File: src/rtl/pfsp_pkg.sv
`default_nettype none

package pfsp_pkg;

  // Result kinds.
  localparam logic KIND_POINT  = 1'b0;
  localparam logic KIND_STATUS = 1'b1;

  // Input modes.
  localparam logic MODE_DATA = 1'b0;
  localparam logic MODE_EOS  = 1'b1;

  // Status codes carried by a status report.
  localparam logic [2:0] ST_OK      = 3'd0;
  localparam logic [2:0] ST_MAGIC   = 3'd1;
  localparam logic [2:0] ST_VERSION = 3'd2;
  localparam logic [2:0] ST_POLYS   = 3'd3;
  localparam logic [2:0] ST_RINGS   = 3'd4;
  localparam logic [2:0] ST_POINTS  = 3'd5;
  localparam logic [2:0] ST_TRUNC   = 3'd6;

  // Configuration register indexes.
  localparam logic [1:0] CFG_MAX_POLYGONS = 2'd0;
  localparam logic [1:0] CFG_MAX_RINGS    = 2'd1;
  localparam logic [1:0] CFG_MAX_POINTS   = 2'd2;

  // Reset values of the limit registers.
  localparam logic [31:0] MAX_POLYGONS_RESET = 32'd500000;
  localparam logic [31:0] MAX_RINGS_RESET    = 32'd100000;
  localparam logic [31:0] MAX_POINTS_RESET   = 32'd10000000;

  // File format constants.
  localparam logic [31:0] FILE_VERSION   = 32'd2;
  localparam logic [31:0] MIN_POINTS     = 32'd3;

  typedef struct packed {
    logic [31:0] max_polygons;
    logic [31:0] max_rings;
    logic [31:0] max_points;
  } cfg_t;

  typedef struct packed {
    logic        kind;
    logic [2:0]  status_code;
    logic [31:0] x_bits;
    logic [31:0] y_bits;
    logic [31:0] polygon_index;
    logic [31:0] ring_index;
    logic [31:0] point_index;
    logic        last_in_ring;
    logic        last_in_polygon;
    logic        last_in_file;
  } out_item_t;

  // Expected magic byte at each position of the file header.
  function automatic logic [7:0] magic_byte(input logic [1:0] pos);
    logic [7:0] b;
    case (pos)
      2'd0:    b = 8'h43;
      2'd1:    b = 8'h57;
      2'd2:    b = 8'h76;
      default: b = 8'h32;
    endcase
    return b;
  endfunction

endpackage

`default_nettype wire

File: src/rtl/pfsp_in_if.sv
`default_nettype none

// Input stream: one file byte or an end-of-stream mark per request.
interface pfsp_in_if;
  logic       valid;
  logic       ready;
  logic       mode;
  logic [7:0] byte_value;

  modport source (output valid, output mode, output byte_value, input ready);
  modport sink   (input valid, input mode, input byte_value, output ready);
endinterface

`default_nettype wire

File: src/rtl/pfsp_out_if.sv
`default_nettype none

// Result stream: a point record or a status report per request.
interface pfsp_out_if;
  logic        valid;
  logic        ready;
  logic        kind;
  logic [2:0]  status_code;
  logic [31:0] x_bits;
  logic [31:0] y_bits;
  logic [31:0] polygon_index;
  logic [31:0] ring_index;
  logic [31:0] point_index;
  logic        last_in_ring;
  logic        last_in_polygon;
  logic        last_in_file;

  modport source (
    output valid, output kind, output status_code, output x_bits, output y_bits,
    output polygon_index, output ring_index, output point_index,
    output last_in_ring, output last_in_polygon, output last_in_file,
    input ready
  );
  modport sink (
    input valid, input kind, input status_code, input x_bits, input y_bits,
    input polygon_index, input ring_index, input point_index,
    input last_in_ring, input last_in_polygon, input last_in_file,
    output ready
  );
endinterface

`default_nettype wire

File: src/rtl/pfsp_cfg_if.sv
`default_nettype none

// Configuration write channel.
interface pfsp_cfg_if;
  logic        valid;
  logic        ready;
  logic [1:0]  index;
  logic [31:0] data;

  modport source (output valid, output index, output data, input ready);
  modport sink   (input valid, input index, input data, output ready);
endinterface

`default_nettype wire

File: src/rtl/polygon_file_stream_parser_core.sv
`default_nettype none

// Path: an accepted byte is held in the input register, and its result, if any,
// is loaded into the result register once that register is free or being emptied.
// Throughput: one byte or end-of-stream item per cycle, limited only by the
// result register being taken; the parse state is computed combinationally.
// Reset: rst_ni clears the parser to the magic phase and the limit registers
// to their default values; no clearing pass is needed.

module polygon_file_stream_parser_core (
  input  wire logic clk_i,
  input  wire logic rst_ni,
  pfsp_in_if.sink   in_i,
  pfsp_cfg_if.sink  cfg_i,
  pfsp_out_if.source out_o
);
  import pfsp_pkg::*;

  cfg_t       cfg;
  logic       in_valid_q, in_valid_d;
  logic       in_mode_q;
  logic [7:0] in_byte_q;
  logic       advance;
  logic       res_valid;
  out_item_t  res;
  logic       out_valid_q, out_valid_d;
  out_item_t  out_q;

  // The held item moves on once the result register is free or being emptied.
  assign advance    = in_valid_q && (!out_valid_q || out_o.ready);
  assign in_i.ready = !in_valid_q || advance;

  pfsp_cfg_regs u_cfg (
    .clk_i  (clk_i),
    .rst_ni (rst_ni),
    .cfg_i  (cfg_i),
    .cfg_o  (cfg)
  );

  pfsp_parser u_parser (
    .clk_i       (clk_i),
    .rst_ni      (rst_ni),
    .step_i      (advance),
    .mode_i      (in_mode_q),
    .byte_i      (in_byte_q),
    .cfg_i       (cfg),
    .res_valid_o (res_valid),
    .res_o       (res)
  );

  // Input register.
  always_comb begin
    in_valid_d = in_valid_q;
    if (in_i.ready) begin
      in_valid_d = in_i.valid;
    end
  end

  always_ff @(posedge clk_i or negedge rst_ni) begin
    if (!rst_ni) begin
      in_valid_q <= 1'b0;
    end else begin
      in_valid_q <= in_valid_d;
    end
  end

  always_ff @(posedge clk_i) begin
    if (in_i.valid && in_i.ready) begin
      in_mode_q <= in_i.mode;
      in_byte_q <= in_i.byte_value;
    end
  end

  // Result register.
  always_comb begin
    out_valid_d = out_valid_q;
    if (advance) begin
      out_valid_d = res_valid;
    end else if (out_o.ready) begin
      out_valid_d = 1'b0;
    end
  end

  always_ff @(posedge clk_i or negedge rst_ni) begin
    if (!rst_ni) begin
      out_valid_q <= 1'b0;
    end else begin
      out_valid_q <= out_valid_d;
    end
  end

  always_ff @(posedge clk_i) begin
    if (advance && res_valid) begin
      out_q <= res;
    end
  end

  assign out_o.valid           = out_valid_q;
  assign out_o.kind            = out_q.kind;
  assign out_o.status_code     = out_q.status_code;
  assign out_o.x_bits          = out_q.x_bits;
  assign out_o.y_bits          = out_q.y_bits;
  assign out_o.polygon_index   = out_q.polygon_index;
  assign out_o.ring_index      = out_q.ring_index;
  assign out_o.point_index     = out_q.point_index;
  assign out_o.last_in_ring    = out_q.last_in_ring;
  assign out_o.last_in_polygon = out_q.last_in_polygon;
  assign out_o.last_in_file    = out_q.last_in_file;

endmodule

`default_nettype wire

File: src/rtl/pfsp_cfg_regs.sv
`default_nettype none

module pfsp_cfg_regs (
  input  wire logic        clk_i,
  input  wire logic        rst_ni,
  pfsp_cfg_if.sink         cfg_i,
  output pfsp_pkg::cfg_t   cfg_o
);
  import pfsp_pkg::*;

  cfg_t cfg_q, cfg_d;

  // Writes are always taken; an index past the last register is dropped.
  assign cfg_i.ready = 1'b1;

  always_comb begin
    cfg_d = cfg_q;
    if (cfg_i.valid) begin
      case (cfg_i.index)
        CFG_MAX_POLYGONS: cfg_d.max_polygons = cfg_i.data;
        CFG_MAX_RINGS:    cfg_d.max_rings    = cfg_i.data;
        CFG_MAX_POINTS:   cfg_d.max_points   = cfg_i.data;
        default:          cfg_d = cfg_q;
      endcase
    end
  end

  always_ff @(posedge clk_i or negedge rst_ni) begin
    if (!rst_ni) begin
      cfg_q.max_polygons <= MAX_POLYGONS_RESET;
      cfg_q.max_rings    <= MAX_RINGS_RESET;
      cfg_q.max_points   <= MAX_POINTS_RESET;
    end else begin
      cfg_q <= cfg_d;
    end
  end

  assign cfg_o = cfg_q;

endmodule

`default_nettype wire

File: src/rtl/pfsp_parser.sv
`default_nettype none

module pfsp_parser (
  input  wire logic          clk_i,
  input  wire logic          rst_ni,
  input  wire logic          step_i,
  input  wire logic          mode_i,
  input  wire logic [7:0]    byte_i,
  input  wire pfsp_pkg::cfg_t cfg_i,
  output logic               res_valid_o,
  output pfsp_pkg::out_item_t res_o
);
  import pfsp_pkg::*;

  // Parse phases.
  localparam logic [2:0] PH_MAGIC   = 3'd0;
  localparam logic [2:0] PH_VERSION = 3'd1;
  localparam logic [2:0] PH_POLYS   = 3'd2;
  localparam logic [2:0] PH_RINGS   = 3'd3;
  localparam logic [2:0] PH_POINTS  = 3'd4;
  localparam logic [2:0] PH_X       = 3'd5;
  localparam logic [2:0] PH_Y       = 3'd6;

  // Halt states.
  localparam logic [1:0] HALT_RUN  = 2'd0;
  localparam logic [1:0] HALT_DONE = 2'd1;
  localparam logic [1:0] HALT_FAIL = 2'd2;

  logic [2:0]  phase_q, phase_d;
  logic [1:0]  biw_q, biw_d;
  logic [31:0] acc_q, acc_d;
  logic [31:0] held_x_q, held_x_d;
  logic [31:0] poly_total_q, poly_total_d;
  logic [31:0] ring_total_q, ring_total_d;
  logic [31:0] point_total_q, point_total_d;
  logic [31:0] poly_cnt_q, poly_cnt_d;
  logic [31:0] ring_cnt_q, ring_cnt_d;
  logic [31:0] point_cnt_q, point_cnt_d;
  logic [1:0]  halt_q, halt_d;

  logic [31:0] word;
  logic        last_ring, last_poly, last_file;
  logic [31:0] poly_cnt_inc, ring_cnt_inc, point_cnt_inc;

  // Little-endian word assembly: the new byte lands at its lane.
  always_comb begin
    word = acc_q;
    word[{biw_q, 3'b000} +: 8] = byte_i;
  end

  // Closing flags of the point being completed.
  assign poly_cnt_inc  = poly_cnt_q + 32'd1;
  assign ring_cnt_inc  = ring_cnt_q + 32'd1;
  assign point_cnt_inc = point_cnt_q + 32'd1;
  assign last_ring = (point_cnt_inc == point_total_q);
  assign last_poly = last_ring && (ring_cnt_inc == ring_total_q);
  assign last_file = last_poly && (poly_cnt_inc == poly_total_q);

  // Next state and result for the item presented this cycle.
  always_comb begin
    phase_d       = phase_q;
    biw_d         = biw_q;
    acc_d         = acc_q;
    held_x_d      = held_x_q;
    poly_total_d  = poly_total_q;
    ring_total_d  = ring_total_q;
    point_total_d = point_total_q;
    poly_cnt_d    = poly_cnt_q;
    ring_cnt_d    = ring_cnt_q;
    point_cnt_d   = point_cnt_q;
    halt_d        = halt_q;
    res_valid_o   = 1'b0;
    res_o         = '0;

    if (mode_i == MODE_EOS) begin
      // End of stream rearms; a failure was reported already.
      phase_d       = PH_MAGIC;
      biw_d         = 2'd0;
      acc_d         = '0;
      held_x_d      = '0;
      poly_total_d  = '0;
      ring_total_d  = '0;
      point_total_d = '0;
      poly_cnt_d    = '0;
      ring_cnt_d    = '0;
      point_cnt_d   = '0;
      halt_d        = HALT_RUN;
      if (halt_q != HALT_FAIL) begin
        res_valid_o       = 1'b1;
        res_o.kind        = KIND_STATUS;
        res_o.status_code = (halt_q == HALT_DONE) ? ST_OK : ST_TRUNC;
      end
    end else if (halt_q == HALT_RUN) begin
      if (phase_q == PH_MAGIC) begin
        if (byte_i != magic_byte(biw_q)) begin
          halt_d            = HALT_FAIL;
          res_valid_o       = 1'b1;
          res_o.kind        = KIND_STATUS;
          res_o.status_code = ST_MAGIC;
        end else if (biw_q == 2'd3) begin
          biw_d   = 2'd0;
          phase_d = PH_VERSION;
        end else begin
          biw_d = biw_q + 2'd1;
        end
      end else if (biw_q != 2'd3) begin
        acc_d = word;
        biw_d = biw_q + 2'd1;
      end else begin
        biw_d = 2'd0;
        acc_d = '0;
        case (phase_q)
          PH_VERSION: begin
            if (word != FILE_VERSION) begin
              halt_d            = HALT_FAIL;
              res_valid_o       = 1'b1;
              res_o.kind        = KIND_STATUS;
              res_o.status_code = ST_VERSION;
            end else begin
              phase_d = PH_POLYS;
            end
          end
          PH_POLYS: begin
            if (word == '0 || word > cfg_i.max_polygons) begin
              halt_d            = HALT_FAIL;
              res_valid_o       = 1'b1;
              res_o.kind        = KIND_STATUS;
              res_o.status_code = ST_POLYS;
            end else begin
              poly_total_d = word;
              phase_d      = PH_RINGS;
            end
          end
          PH_RINGS: begin
            if (word == '0 || word > cfg_i.max_rings) begin
              halt_d            = HALT_FAIL;
              res_valid_o       = 1'b1;
              res_o.kind        = KIND_STATUS;
              res_o.status_code = ST_RINGS;
            end else begin
              ring_total_d = word;
              phase_d      = PH_POINTS;
            end
          end
          PH_POINTS: begin
            if (word < MIN_POINTS || word > cfg_i.max_points) begin
              halt_d            = HALT_FAIL;
              res_valid_o       = 1'b1;
              res_o.kind        = KIND_STATUS;
              res_o.status_code = ST_POINTS;
            end else begin
              point_total_d = word;
              phase_d       = PH_X;
            end
          end
          PH_X: begin
            held_x_d = word;
            phase_d  = PH_Y;
          end
          PH_Y: begin
            res_valid_o           = 1'b1;
            res_o.kind            = KIND_POINT;
            res_o.status_code     = ST_OK;
            res_o.x_bits          = held_x_q;
            res_o.y_bits          = word;
            res_o.polygon_index   = poly_cnt_q;
            res_o.ring_index      = ring_cnt_q;
            res_o.point_index     = point_cnt_q;
            res_o.last_in_ring    = last_ring;
            res_o.last_in_polygon = last_poly;
            res_o.last_in_file    = last_file;
            if (!last_ring) begin
              point_cnt_d = point_cnt_inc;
              phase_d     = PH_X;
            end else if (!last_poly) begin
              point_cnt_d = '0;
              ring_cnt_d  = ring_cnt_inc;
              phase_d     = PH_POINTS;
            end else if (!last_file) begin
              point_cnt_d = '0;
              ring_cnt_d  = '0;
              poly_cnt_d  = poly_cnt_inc;
              phase_d     = PH_RINGS;
            end else begin
              point_cnt_d = '0;
              ring_cnt_d  = '0;
              poly_cnt_d  = '0;
              halt_d      = HALT_DONE;
            end
          end
          default: begin
            phase_d = phase_q;
          end
        endcase
      end
    end
  end

  // Parser state advances only when the item is taken into the result stage.
  always_ff @(posedge clk_i or negedge rst_ni) begin
    if (!rst_ni) begin
      phase_q       <= PH_MAGIC;
      biw_q         <= 2'd0;
      acc_q         <= '0;
      held_x_q      <= '0;
      poly_total_q  <= '0;
      ring_total_q  <= '0;
      point_total_q <= '0;
      poly_cnt_q    <= '0;
      ring_cnt_q    <= '0;
      point_cnt_q   <= '0;
      halt_q        <= HALT_RUN;
    end else if (step_i) begin
      phase_q       <= phase_d;
      biw_q         <= biw_d;
      acc_q         <= acc_d;
      held_x_q      <= held_x_d;
      poly_total_q  <= poly_total_d;
      ring_total_q  <= ring_total_d;
      point_total_q <= point_total_d;
      poly_cnt_q    <= poly_cnt_d;
      ring_cnt_q    <= ring_cnt_d;
      point_cnt_q   <= point_cnt_d;
      halt_q        <= halt_d;
    end
  end

`ifndef ASSERT_OFF
  // An end-of-stream item always leaves the parser rearmed.
  a_eos_rearms: assert property (@(posedge clk_i) disable iff (!rst_ni)
    step_i && mode_i == MODE_EOS |=> phase_q == PH_MAGIC && halt_q == HALT_RUN)
    else $error("parser not rearmed after end of stream");

  // A halted parser produces nothing for data bytes.
  a_halted_silent: assert property (@(posedge clk_i) disable iff (!rst_ni)
    halt_q != HALT_RUN && mode_i == MODE_DATA |-> !res_valid_o)
    else $error("result produced while halted");

  // An error report on a data byte puts the parser into the failed state.
  a_error_halts: assert property (@(posedge clk_i) disable iff (!rst_ni)
    step_i && res_valid_o && mode_i == MODE_DATA && res_o.kind == KIND_STATUS
    |=> halt_q == HALT_FAIL)
    else $error("error report without halting");

  // The closing flags nest: a file end closes its polygon, which closes its ring.
  a_flags_nest: assert property (@(posedge clk_i) disable iff (!rst_ni)
    res_valid_o && res_o.kind == KIND_POINT
    |-> (!res_o.last_in_file || res_o.last_in_polygon)
        && (!res_o.last_in_polygon || res_o.last_in_ring))
    else $error("closing flags do not nest");
`endif

endmodule

`default_nettype wire
File: src/flat_wrapper.sv
// flat-port wrapper written by rule: the top's interface ports become plain ports
module polygon_file_stream_parser_core_flat import pfsp_pkg::*;
  (clk_i, rst_ni, in_i_valid, in_i_mode, in_i_byte_value, in_i_ready, cfg_i_valid, cfg_i_index, cfg_i_data, cfg_i_ready, out_o_valid, out_o_kind, out_o_status_code, out_o_x_bits, out_o_y_bits, out_o_polygon_index, out_o_ring_index, out_o_point_index, out_o_last_in_ring, out_o_last_in_polygon, out_o_last_in_file, out_o_ready);
  pfsp_in_if in_i_i ();
  pfsp_cfg_if cfg_i_i ();
  pfsp_out_if out_o_i ();
  input  wire logic clk_i;
  input  wire logic rst_ni;
  input wire logic [$bits(in_i_i.valid)-1:0] in_i_valid;
  input wire logic [$bits(in_i_i.mode)-1:0] in_i_mode;
  input wire logic [$bits(in_i_i.byte_value)-1:0] in_i_byte_value;
  output wire logic [$bits(in_i_i.ready)-1:0] in_i_ready;
  input wire logic [$bits(cfg_i_i.valid)-1:0] cfg_i_valid;
  input wire logic [$bits(cfg_i_i.index)-1:0] cfg_i_index;
  input wire logic [$bits(cfg_i_i.data)-1:0] cfg_i_data;
  output wire logic [$bits(cfg_i_i.ready)-1:0] cfg_i_ready;
  output wire logic [$bits(out_o_i.valid)-1:0] out_o_valid;
  output wire logic [$bits(out_o_i.kind)-1:0] out_o_kind;
  output wire logic [$bits(out_o_i.status_code)-1:0] out_o_status_code;
  output wire logic [$bits(out_o_i.x_bits)-1:0] out_o_x_bits;
  output wire logic [$bits(out_o_i.y_bits)-1:0] out_o_y_bits;
  output wire logic [$bits(out_o_i.polygon_index)-1:0] out_o_polygon_index;
  output wire logic [$bits(out_o_i.ring_index)-1:0] out_o_ring_index;
  output wire logic [$bits(out_o_i.point_index)-1:0] out_o_point_index;
  output wire logic [$bits(out_o_i.last_in_ring)-1:0] out_o_last_in_ring;
  output wire logic [$bits(out_o_i.last_in_polygon)-1:0] out_o_last_in_polygon;
  output wire logic [$bits(out_o_i.last_in_file)-1:0] out_o_last_in_file;
  input wire logic [$bits(out_o_i.ready)-1:0] out_o_ready;
  assign in_i_i.valid = in_i_valid;
  assign in_i_i.mode = in_i_mode;
  assign in_i_i.byte_value = in_i_byte_value;
  assign in_i_ready = in_i_i.ready;
  assign cfg_i_i.valid = cfg_i_valid;
  assign cfg_i_i.index = cfg_i_index;
  assign cfg_i_i.data = cfg_i_data;
  assign cfg_i_ready = cfg_i_i.ready;
  assign out_o_valid = out_o_i.valid;
  assign out_o_kind = out_o_i.kind;
  assign out_o_status_code = out_o_i.status_code;
  assign out_o_x_bits = out_o_i.x_bits;
  assign out_o_y_bits = out_o_i.y_bits;
  assign out_o_polygon_index = out_o_i.polygon_index;
  assign out_o_ring_index = out_o_i.ring_index;
  assign out_o_point_index = out_o_i.point_index;
  assign out_o_last_in_ring = out_o_i.last_in_ring;
  assign out_o_last_in_polygon = out_o_i.last_in_polygon;
  assign out_o_last_in_file = out_o_i.last_in_file;
  assign out_o_i.ready = out_o_ready;
  polygon_file_stream_parser_core u_core (.clk_i(clk_i), .rst_ni(rst_ni), .in_i(in_i_i), .cfg_i(cfg_i_i), .out_o(out_o_i));
endmodule
File: config.mk
export PLATFORM = sky130hd
export DESIGN_NAME = polygon_file_stream_parser_core_flat
export DESIGN_NICKNAME = d
export VERILOG_FILES = /design/src/rtl/pfsp_pkg.sv /design/src/rtl/pfsp_in_if.sv /design/src/rtl/pfsp_out_if.sv /design/src/rtl/pfsp_cfg_if.sv /design/src/rtl/polygon_file_stream_parser_core.sv /design/src/rtl/pfsp_cfg_regs.sv /design/src/rtl/pfsp_parser.sv /design/src/flat_wrapper.sv
export SDC_FILE = /design/constraint.sdc
export NUM_CORES = 1
export LEC_CHECK = 0
export BUFFER_PORTS_ARGS = -buffer_cell sky130_fd_sc_hd__buf_2
export CORE_MARGIN = 4
export CORE_UTILIZATION = 60
export DETAILED_ROUTE_END_ITERATION = 8
export PLACE_DENSITY_LB_ADDON = 0.3
export RECOVER_POWER = 50
export SYNTH_ARGS = -nofsm -noshare
export SYNTH_HDL_FRONTEND = slang
export SYNTH_SLANG_ARGS = --single-unit
export TNS_END_PERCENT = 100
File: constraint.sdc
create_clock -name clk_i -period 42.3 [get_ports clk_i]
set_input_delay 2.115 -clock clk_i [delete_from_list [all_inputs] [get_ports clk_i]]
set_output_delay 2.115 -clock clk_i [all_outputs]
set_load 0.05 [all_outputs]
---- After elaboration in Yosys (flattened, before gate mapping) ----
Cells that the tools add are included.
Widths: inputs -> output; s select.
word-level totals
  bits in registers ....................... 537
  latch bits .............................. 0
  memory bits (writable) .................. 0
  ROM bits ................................ 0
  input bits .............................. 48
  output and inout port bits .............. 170
  logic and storage cells ................. 237
  memories ................................ 0
cells by class
  add/subtract/negate cells ............... 5
  multipliers ............................. 0
  div/mod/pow operators ................... 0
  magnitude comparators ................... 4
  equal/unequal tests ..................... 40
  shift-type cells ........................ 2
  multiplexer cells ....................... 113
  bitwise logic cells ..................... 2
  reduce and logical (&&, ||, !) cells .... 43
operator list
  kind                    number
  $mux 32                 48
  $mux 167                2
  $mux 163                2
  $add 32x1->32 const B   3
  $eq 32x32->1            3
  $gt 32x32->1            3
  $ne 4x3->1 const B      11
  $mux 3                  14
  $mux 2                  18
  $bwmux 32               1
  $logic_not 32->1        1
  $lt 32x2->1 const B     1
  $mux 4                  8
  $ne 32x2->1 const B     1
  $shift 8x7->32 const A  1
  $shiftx 8x7->32         1
  $mux 8                  3
  $reduce_and 6->1        4
  $pmux 7 s3              1
  $pmux 3 s6              1
  $reduce_bool 2->1       9
  $pmux 4 s4              1
  $mux 1                  12
  $reduce_and 12->1       1
  29 further kinds        59

---- Logic depth before layout (Yosys ltp) ----
Gate-level depths: netlist of run 1.
  depth after elaboration ................. 12
  gate-level depth with buffers ........... 20
  depth with buffers taken out ............ 17

---- By module ----
A second synthesis of run 1 with hierarchy kept.
second synthesis, totals
  cells, all modules ...................... 2815
  area total of the unflattened synthesis .. 29206.8 µm²
by module, submodules not included
  module                           times used  cells an instance  area each (µm²)  sequential area each (µm²)
  pfsp_parser                      1           2423               20149.3          6581.3
  polygon_file_stream_parser_core  1           186                5393.9           5335.1
  pfsp_cfg_regs                    1           206                3663.5           2428.6

---- Least setup slack after synthesis of run 1 ----
OpenSTA, ideal clock, no wires.
  kind .................................... reg2reg
  start ................................... reg u_core.u_parser.biw_q[0]
  end ..................................... reg u_core.out_q (netlist bit u_core.out_o.kind) (enable)
  library setup time ...................... 0.961 ns
  data arrival time ....................... 16.023 ns
  required time ........................... 41.339 ns
  setup slack ............................. 25.316 ns
  stages on the path, launching flop included .. 18
  buffers on the path ..................... 2
  clock period less this slack ............ 16.984 ns
  cells stage by stage .................... dfrtp_1 clkbuf_1 inv_1 ha_1 clkbuf_1 nor4bb_1 a22oi_1 inv_1 ha_1 nand4_1 nor4_1 and4_1 inv_1 a311oi_1 o31ai_1 nor2b_1 a311o_1 a221oi_1
on the way
  word-level cells in the longest chain between the ends .. 12
  elaborated cells between the ends (all ways) .. 33
  those cells by class .................... 1 x add/sub; 4 x order compare; 5 x eq/ne; 2 x shift; 15 x mux; 6 x reduce/logical
ends and longest elaborated chain
  what                                               line                                                        RTL
  start, declared                                    pfsp_parser.sv:30                                           logic [1:0] biw_q, biw_d;
  start signal, assigned                             pfsp_parser.sv:215                                          biw_q <= biw_d;
  $neg 5->7 (*)                                      pfsp_parser.sv:48                                           word[{biw_q, 3'b000} +: 8] = byte_i;
  $shiftx 8x7->32 or $shift 8x7->32 (tied branches)  pfsp_parser.sv:48
  $bwmux 32 (*)                                      pfsp_parser.sv:48
  named net u_core.u_parser.word[24]                 pfsp_parser.sv:41                                           logic [31:0] word;
  $lt 32x2->1, or another cell as far along          pfsp_parser.sv:146                                          if (word < MIN_POINTS || word > cfg_i.max_points) begin
  $logic_or 1x1->1, on equally long branches         pfsp_parser.sv:146, pfsp_parser.sv:124, pfsp_parser.sv:135
  $mux 1, on equally long branches                   pfsp_parser.sv:146, pfsp_parser.sv:124, pfsp_parser.sv:135
  $pmux 1 s5 (*)                                     pfsp_parser.sv:112                                          case (phase_q)
  $mux 1 (*)                                         pfsp_parser.sv:106                                          end else if (biw_q != 2'd3) begin
  $mux 1 (*)                                         pfsp_parser.sv:94                                           if (phase_q == PH_MAGIC) begin
  $mux 1 (*)                                         pfsp_parser.sv:93                                           end else if (halt_q == HALT_RUN) begin
  $mux 1 (*)                                         pfsp_parser.sv:75                                           if (mode_i == MODE_EOS) begin
  $logic_and 1x1->1 (*)                              polygon_file_stream_parser_core.sv:93                       if (advance && res_valid) begin
  end signal, assigned                               polygon_file_stream_parser_core.sv:94                       out_q <= res;
  end, declared                                      polygon_file_stream_parser_core.sv:27                       out_item_t out_q;
The timed path passes the listed nets; every way through them passes the cells marked *. The select of a mux whose other input is x is not followed.
A chain may end at the register's enable or synchronous reset.

==> flow_summary_export.csv, run 1 <==
group,metric,value,unit
sta,hold_viol,0,
floorplan,io_pins,218,
status,violations,"capacitance limit, slew limit",
final_layout,layoutNonFillerInstCount,3630,
power,p_seq_share,40.5,%
worst_setup_path,crit_slowest_cell,"clkbuf_1",
power,p_per_area,51.60,mW/mm2
floorplan,die_area,0.05225,mm2
worst_setup_path,crit_required,40950,ps
place,place_ws,35720,ps
synthesis,postSynth.asyncResetShare,67.23,%
worst_hold_path,holdPathEnd,"u_core.u_parser.acc_q[5]$_DFFE_PN0P_",
final_layout,final_util,67.65,%
status,status,"finished with violations",
worst_setup_path,cp-end-kind,"async pin",
floorplan,core-area,0.04795,mm2
power,leakagePower,14.03,nW
worst_setup_path,reg2reg_from,"u_core.in_mode_q$_DFFE_PP_",
worst_hold_path,holdPathStages,2,
worst_setup_path,crit_chain,"clkbuf_1, clkbuf_1",
final_layout,multi_input_area,0.01364,mm2
worst_setup_path,critPathLaunchType,"primary input",
worst_setup_path,worst_r2r_path_depth,8,
power,pwr-share-comb,30.1,%
grt,grt_first_pass_wirelength,136200,um
detailed_routing,wl_per_cell,24.26,um
sta,period_minus_slack,13260,ps
synthesis,yosysSeqAreaShare,49.14,%
worst_setup_path,r2r_setup_slack,35010,ps
final_layout,finish.net_count,3115,
clocking,clkLatencyLatePin,620,ps
detailed_routing,via_count,23155,
worst_setup_path,crit_path_start,"rst_ni",
sta,worst_slew_pin_slew,8274,ps
synthesis,synthesis.nets,2962,
clocking,numCtsBuffers,56,
place,place_area,0.03081,mm2
floorplan,die_h,228.6,um
detailed_routing,drtIter0Drc,2210,
power,ir_drop,0.03922,mV
flow_run,drv_cap,9,
floorplan,fp-row-count,80,
clocking,clk_pin_slew,60,ps
sta,fin_skew,13.95,ps
synthesis,postSynthCellCount,2805,
power,switching_share,36.50,%
synthesis,yosys_warnings,0,
detailed_routing,dr.pass1.iters,5,
grt,grt_start_max_net_pins,157,
detailed_routing,post-route-drc-count,0,
grt,antenna_found_initial,7,
clocking,hold_buffers,0,
worst_setup_path,crit_path_max_incr_delay,6060,ps
place,place_inst,3515,
synthesis,avgSynthCellArea,10.41,um2
grt,first_global_vias,22607,
clocking,clockRootBuffer,"clkbuf_16",
worst_setup_path,critPathArrivalTime,11910,ps
final_layout,n_fill_cell,3775,
worst_setup_path,reg2reg_to,"u_core.u_parser.ring_cnt_q[27]$_DFFE_PN0P_",
clocking,cts.htree.levels,2,
sta,slew_violations,576,
synthesis,synth-seq-cells,537,
clocking,numClockSinks,537,
synthesis,ys_types,91,
final_layout,areaGrowthSynthToFinish,11.12,%
sta,tns,0,ps
detailed_routing,final_antenna_net_count,0,
final_layout,layout-drive-gt1-share,15.77,%
clocking,cts_tree,"built",
clocking,cts_resized,0,
power,internal-power,1.063,mW
place,port_buffers,216,
sta,rsz0062_at_grt,"no",
power,p_sw,0.6109,mW
clocking,cts_buffer_depth,3,
sta,fmax,75.43,MHz
floorplan,fp.dieW,228.6,um
sta,setup_slack,29040,ps
detailed_routing,routed_wl,88060,um
synthesis,synth.cell_area,0.02919,mm2
sta,timing.hold.ws,493.0,ps
final_layout,seq_area,0.01435,mm2
place,dp_hpwl,62160,um
final_layout,design_area,0.03244,mm2
grt,grt_use_total,33.22,%
worst_setup_path,cpMostUsedCell,"clkbuf_1",
power,pwr-share-clk,29.4,%
sta,relSlewSlack,-451.6,%
clocking,post_cts_buffers,0,
sta,finalSetupViolCount,0,
worst_setup_path,critPathKind,"primary input to async pin",
floorplan,initial_core_util,60.88,%
sta,period_share,31.34,%
worst_setup_path,crit_family,"buffers and inverters",
worst_hold_path,worstHoldPathType,"register to register",
power,finalPower,1.674,mW
worst_setup_path,path_buf_inv,2,
worst_hold_path,min-delay-start,"u_core.u_parser.acc_q[5]$_DFFE_PN0P_",
place,gp_congestion,0.9655,
synthesis,synth_ff_type,"dfrtp_1",
worst_setup_path,worstPathMaxFanout,156,
synthesis,synth_edf_count,176,
detailed_routing,via_per_inst,6.379,
grt,grt-ovfl-total,0,
## power by group through the flow
stage	registers, mW	clock network [mW]	logic, mW
5_1_grt	0.685	0.522	0.541
2_1_floorplan	0.762	0	0.278
3_3_place_gp	0.680	0	0.492
6_report	0.677	0.493	0.504
4_1_cts	0.675	0.499	0.503
3_5_place_dp	0.683	0	0.500
## worst min-delay path: stages (launching register included)
cell	delay (ps)
dfrtp_1	350
nand2_1	50
o31ai_1	50
## area by class of cell
class	instances	area share, %
flip-flops and latches	537	44.22
multi-input cells	1941	42.04
clock inverters	30	0.9180
diodes	10	0.07715
well taps	615	2.372
clock buffers	75	4.725
inverters	163	1.886
repair buffers	259	3.761
## sequential cells by signal, indices dropped and copies added (netlist names), 2 cells and up
name	cells
u_core.in_byte_q	8
u_core.out_o.point_index	32
u_core.out_o.polygon_index	32
u_core.out_o.ring_index	32
u_core.out_o.status_code	3
u_core.out_o.x_bits	32
u_core.out_o.y_bits	32
u_core.u_cfg.cfg_o	96
u_core.u_parser.acc_q	32
u_core.u_parser.biw_q	2
u_core.u_parser.halt_q	2
u_core.u_parser.held_x_q	32
u_core.u_parser.phase_q	3
u_core.u_parser.point_cnt_q	32
u_core.u_parser.point_total_q	32
u_core.u_parser.poly_cnt_q	32
u_core.u_parser.poly_total_q	32
u_core.u_parser.ring_cnt_q	32
u_core.u_parser.ring_total_q	32
## cells in the final DEF, fill, tap and decap left out, types with 110 or more instances in the layout
| cell | n |
|---|---|
| mux2_2 | 195 |
| inv_1 | 163 |
| edfxtp_1 | 176 |
| nand2_1 | 205 |
| and2_1 | 110 |
| clkbuf_1 | 146 |
| o21ai_0 | 123 |
| dfrtp_1 | 340 |
| a21oi_1 | 112 |
| nor2_1 | 170 |
## logic make-up (layout without fill, tap and decap cells)
| logic type | Yosys count | in the layout | share of synthesized area [%] |
|---|---|---|---|
| muxes | 220 | 220 | 8.474 |
| adders and majority gates | 109 | 109 | 4.672 |
| buffers and inverters | 327 | 527 | 4.350 |
| AOI/OAI and AO/OA | 486 | 486 | 11.03 |
| xor gates and xnor gates | 139 | 139 | 4.218 |
| DFF | 537 | 537 | 49.14 |
| and+or+nand+nor | 986 | 986 | 18.10 |
| other | 1 | 11 | 0.01285 |
## worst max path at each step
stage / end / slack [ps] / cells past startpoint
CTS: u_core.out_o.polygon_index[12]$_SDFFCE_PP0P_ / 35660 / 16
finish: u_core.u_parser.poly_cnt_q[19]$_DFFE_PN0P_ / 29040 / 2
floorplan: u_core.out_o.kind$_DFFE_PP_ / 25320 / 17
global placement: u_core.u_parser.ring_cnt_q[28]$_DFFE_PN0P_ / 35850 / 9
detailed placement: u_core.out_o.polygon_index[12]$_SDFFCE_PP0P_ / 35720 / 16
global route: u_core.u_parser.poly_cnt_q[15]$_DFFE_PN0P_ / 26710 / 2
## layer usage
| layer | share of wire [%] | GRT usage [%] | wire length (um) |
|---|---|---|---|
| met1 | 42 | 47.20 | 37390 |
| met2 | 45 | 50.96 | 39740 |
| met3 | 8.3 | 5.995 | 7300 |
| met4 | 4.1 | 13.51 | 3609 |
| met5 | 0.018 | 0 | 16 |
## synthesized netlist by cell type, types with 29 or more instances
master    instances  share of area, %
ha_1            109               4.7
nor4_1           42              0.90
nand2_1         205               2.6
edfxtp_1        176                18
a21o_1           30              0.77
mux2_2          195               7.5
nor2_1          175               2.3
nand4_1          74               1.6
xnor2_1          92               2.8
and2_1          128               2.7
o21ai_0         124               2.1
o31ai_1          36              0.93
dfrtp_1         340                29
nor2b_1          45              0.96
xor2_1           46               1.4
a22o_1           29              0.87
a21oi_1         113               1.9
nand3_1          98               1.7
nor3_1           46              0.79
and3_1           31              0.66
inv_1           163               2.1
clkbuf_1        136               1.7
No activity file was read; power rests on OpenSTA's default activity.
==> run 2, diff against run 1 <==
--- a/config.mk
+++ b/config.mk
@@ -5,6 +5,7 @@
 export SDC_FILE = /design/constraint.sdc
 export NUM_CORES = 1
 export LEC_CHECK = 0
+export ABC_AREA = 1
 export BUFFER_PORTS_ARGS = -buffer_cell sky130_fd_sc_hd__buf_2
 export CORE_MARGIN = 4
 export CORE_UTILIZATION = 60
==> constraint.sdc (replaced) <==
create_clock -name clk_i -period 12.2 [get_ports clk_i]
set_input_delay 0.61 -clock clk_i [delete_from_list [all_inputs] [get_ports clk_i]]
set_output_delay 0.61 -clock clk_i [all_outputs]
set_load 0.05 [all_outputs]
==> run 2 against run 1 <==
Effect of this change: the run still ends with capacitance limit, slew limit left; register-to-register slack lost 29000 ps; non-clock buffer count shrank 23; total power grew to 4.1 times the previous value; clock power grew to 3.5 times the previous value; first-iteration DRC count grew 35%; critical endpoint is now u_core.u_parser.ring_cnt_q[7]$_DFFE_PN0P_; clock skew grew 15 ps; global-route usage shrank 1.8 points.
==> flow_summary_export.csv, run 2 <==
group,metric,value,unit
grt,grt_first_pass_wirelength,130400,um
worst_setup_path,r2r_setup_slack,6150,ps
worst_setup_path,worst_r2r_path_depth,25,
place,dp_hpwl,60930,um
synthesis,synth_ff_type,"dfrtp_1",
clocking,clk_pin_slew,60,ps
clocking,cts_tree,"built",
sta,slew_violations,504,
sta,finalSetupViolCount,0,
floorplan,fp-row-count,80,
grt,grt_use_total,31.39,%
floorplan,io_pins,218,
clocking,numCtsBuffers,54,
synthesis,synth.area.top_cells,"dfrtp_1, edfxtp_1, nand2_1",
detailed_routing,post-route-drc-count,0,
place,place_ws,6236,ps
detailed_routing,routed_wl,83740,um
synthesis,post-synth-top-count-cell,"nand2_1",
worst_setup_path,crit_required,12880,ps
synthesis,synthesis.nets,3932,
synthesis,synth_largest_area_cell,"dfrtp_1",
grt,antenna_found_initial,4,
power,ir_drop,0.1397,mV
worst_setup_path,critPathKind,"primary input to async pin",
floorplan,die_h,228.3,um
power,p_per_area,214.3,mW/mm2
worst_setup_path,cp-end-kind,"async pin",
sta,rsz0062_at_grt,"no",
flow_run,drv_cap,7,
clocking,hold_buffers,0,
clocking,clockRootBuffer,"clkbuf_16",
final_layout,design_area,0.03234,mm2
sta,worst_slew_pin_slew,6183,ps
synthesis,postSynth.asyncResetShare,67.23,%
floorplan,initial_core_util,60.84,%
worst_setup_path,worstPathMaxFanout,112,
sta,fin_skew,29.06,ps
synthesis,synthSimpleGateAreaFrac,28.37,%
detailed_routing,wl_per_cell,18.11,um
final_layout,areaGrowthSynthToFinish,11.11,%
synthesis,yosysSeqAreaShare,49.28,%
grt,grt-ovfl-total,0,
worst_hold_path,worstHoldPathType,"primary input to register",
place,port_buffers,216,
synthesis,synthAdderAreaFrac,4.685,%
worst_setup_path,critPathLaunchType,"primary input",
synthesis,synthMuxAreaShare,0,%
final_layout,finish.net_count,4118,
synthesis,synth_top_family_by_area,"simple AND/OR/NAND/NOR gates",
floorplan,fp.dieW,228.3,um
worst_hold_path,min-delay-start,"in_i_byte_value[7]",
sta,setup_slack,4466,ps
worst_setup_path,reg2reg_from,"u_core.u_parser.biw_q[0]$_DFFE_PN0P_",
synthesis,ys_types,46,
sta,fmax,129.3,MHz
final_layout,layout_common_cells,"nand2_1, inv_1, nor2_1",
synthesis,post-synth-top-area-fraction,29.23,%
synthesis,synth.cell_area,0.02911,mm2
detailed_routing,final_antenna_net_count,0,
worst_hold_path,holdPathEnd,"u_core.in_byte_q[7]$_DFFE_PP_",
worst_setup_path,reg2reg_to,"u_core.out_o.point_index[27]$_SDFFCE_PP0P_",
clocking,post_cts_buffers,0,
status,status,"finished with violations",
clocking,numClockSinks,537,
sta,period_minus_slack,7734,ps
final_layout,largest_reg_flops,96,
grt,grt_start_max_net_pins,113,
synthesis,yosys_warnings,0,
synthesis,synth-seq-cells,537,
sta,tns,0,ps
clocking,cts_resized,0,
sta,period_share,63.40,%
detailed_routing,via_per_inst,5.610,
synthesis,synth_edf_count,176,
final_layout,final_common_cell,"nand2_1",
final_layout,layout-drive-gt1-share,5.292,%
sta,relSlewSlack,-312.2,%
worst_setup_path,critPathArrivalTime,8410,ps
clocking,clkLatencyLatePin,620,ps
synthesis,avgSynthCellArea,7.711,um2
place,place_area,0.03073,mm2
clocking,cts.htree.levels,2,
synthesis,synth-xor-area-share,0.4384,%
worst_hold_path,holdPathStages,1,
synthesis,synth-compound-area-share,9.289,%
detailed_routing,dr.pass1.iters,8,
clocking,cts_buffer_depth,3,
power,leakagePower,14.89,nW
sta,hold_viol,0,
grt,first_global_vias,23941,
detailed_routing,drtIter0Drc,2984,
floorplan,core-area,0.04785,mm2
synthesis,ys_top_cells_by_count,"nand2_1, inv_1, nor2_1",
detailed_routing,via_count,25933,
status,violations,"capacitance limit, slew limit",
floorplan,die_area,0.05210,mm2
place,gp_congestion,0.9949,
synthesis,postSynthCellCount,3775,
run 2: cell count changes after synthesis, moves of 38 or more:
cell	before	now
and2_1	128	1
nand2_1	205	1158
nor2_1	175	474
o22ai_1	7	51
nor2b_1	45	1
o21ai_0	124	301
xnor2_1	92	7
a21oi_1	113	62
mux2_2	195	0
nand3_1	98	266
clkbuf_1	136	80
xor2_1	46	5
inv_1	163	489
nor4_1	42	4
run 2: worst max path at each step:
stage / startpoint / to / slack [ps]
finish: rst_ni / u_core.u_parser.ring_cnt_q[7]$_DFFE_PN0P_ / 4470
global route: rst_ni / u_core.u_parser.ring_cnt_q[7]$_DFFE_PN0P_ / 2810
CTS: u_core.u_parser.biw_q[0]$_DFFE_PN0P_ / u_core.out_o.ring_index[7]$_SDFFCE_PP0P_ / 6260
detailed placement: u_core.u_parser.biw_q[0]$_DFFE_PN0P_ / u_core.out_o.point_index[22]$_SDFFCE_PP0P_ / 6240
global placement: u_core.u_parser.biw_q[0]$_DFFE_PN0P_ / u_core.out_o.point_index[19]$_SDFFCE_PP0P_ / 6400
floorplan: u_core.u_parser.biw_q[0]$_DFFE_PN0P_ / u_core.out_o.kind$_DFFE_PP_ / 5470
run 2: power by group:
group | switching, mW | internal, mW
combinational | 1.84 | 0.699
sequential | 0.334 | 2.32
clock | 0.722 | 1.02
total | 2.89 | 4.04
run 2: per-stage QoR:
| stage | power, mW | utilization, % | std cells | hold WS (ps) |
|---|---|---|---|---|
| finish | 6.930 | 67.60 | 4623 | 170.7 |
| global route | 7.348 | 67.59 | 4621 | 157.5 |
| CTS | 6.935 | 68.14 | 4621 | 85.14 |
| detailed placement | 5.193 | 64.22 | 4520 | 472.8 |
| global placement | 5.147 | 64.22 | 4520 | 461.0 |
| floorplan | 4.498 | - | 3775 | 314.4 |
run 2: cell families (layout without fill, tap and decap cells):
| kind of cell | count (synthesis) | in the layout |
|---|---|---|
| flops | 537 | 537 |
| compound gates | 495 | 495 |
| other cells | 1 | 3 |
| xor+xnor | 13 | 13 |
| fa+ha+maj | 109 | 109 |
| simple gates | 2016 | 2016 |
| buf+inv | 604 | 835 |
run 2: worst max-delay path: stages:
cell and delay [ps]:
clkbuf_1 4220, clkbuf_1 2620, buf_4 850
run 2: cell type report:
type                       instances  area (um2)
fill                            4142       15500
tap                              615       769.5
multi-input combinational       2634       12480
sequential                       537       14350
antenna                            2       5.005
clock buffer                      80        1675
clock inverter                    21       200.2
timing repair buffer             236       997.2
inverter                         498        1874
run 2: metal layers:
metal	vias up	GRT usage, %	part of all wire (%)
li1	12517	-	-
met1	12002	44.47	42
met2	1210	48.85	44
met3	202	4.815	9.0
met4	2	13.07	4.4
met5	-	0	0.016
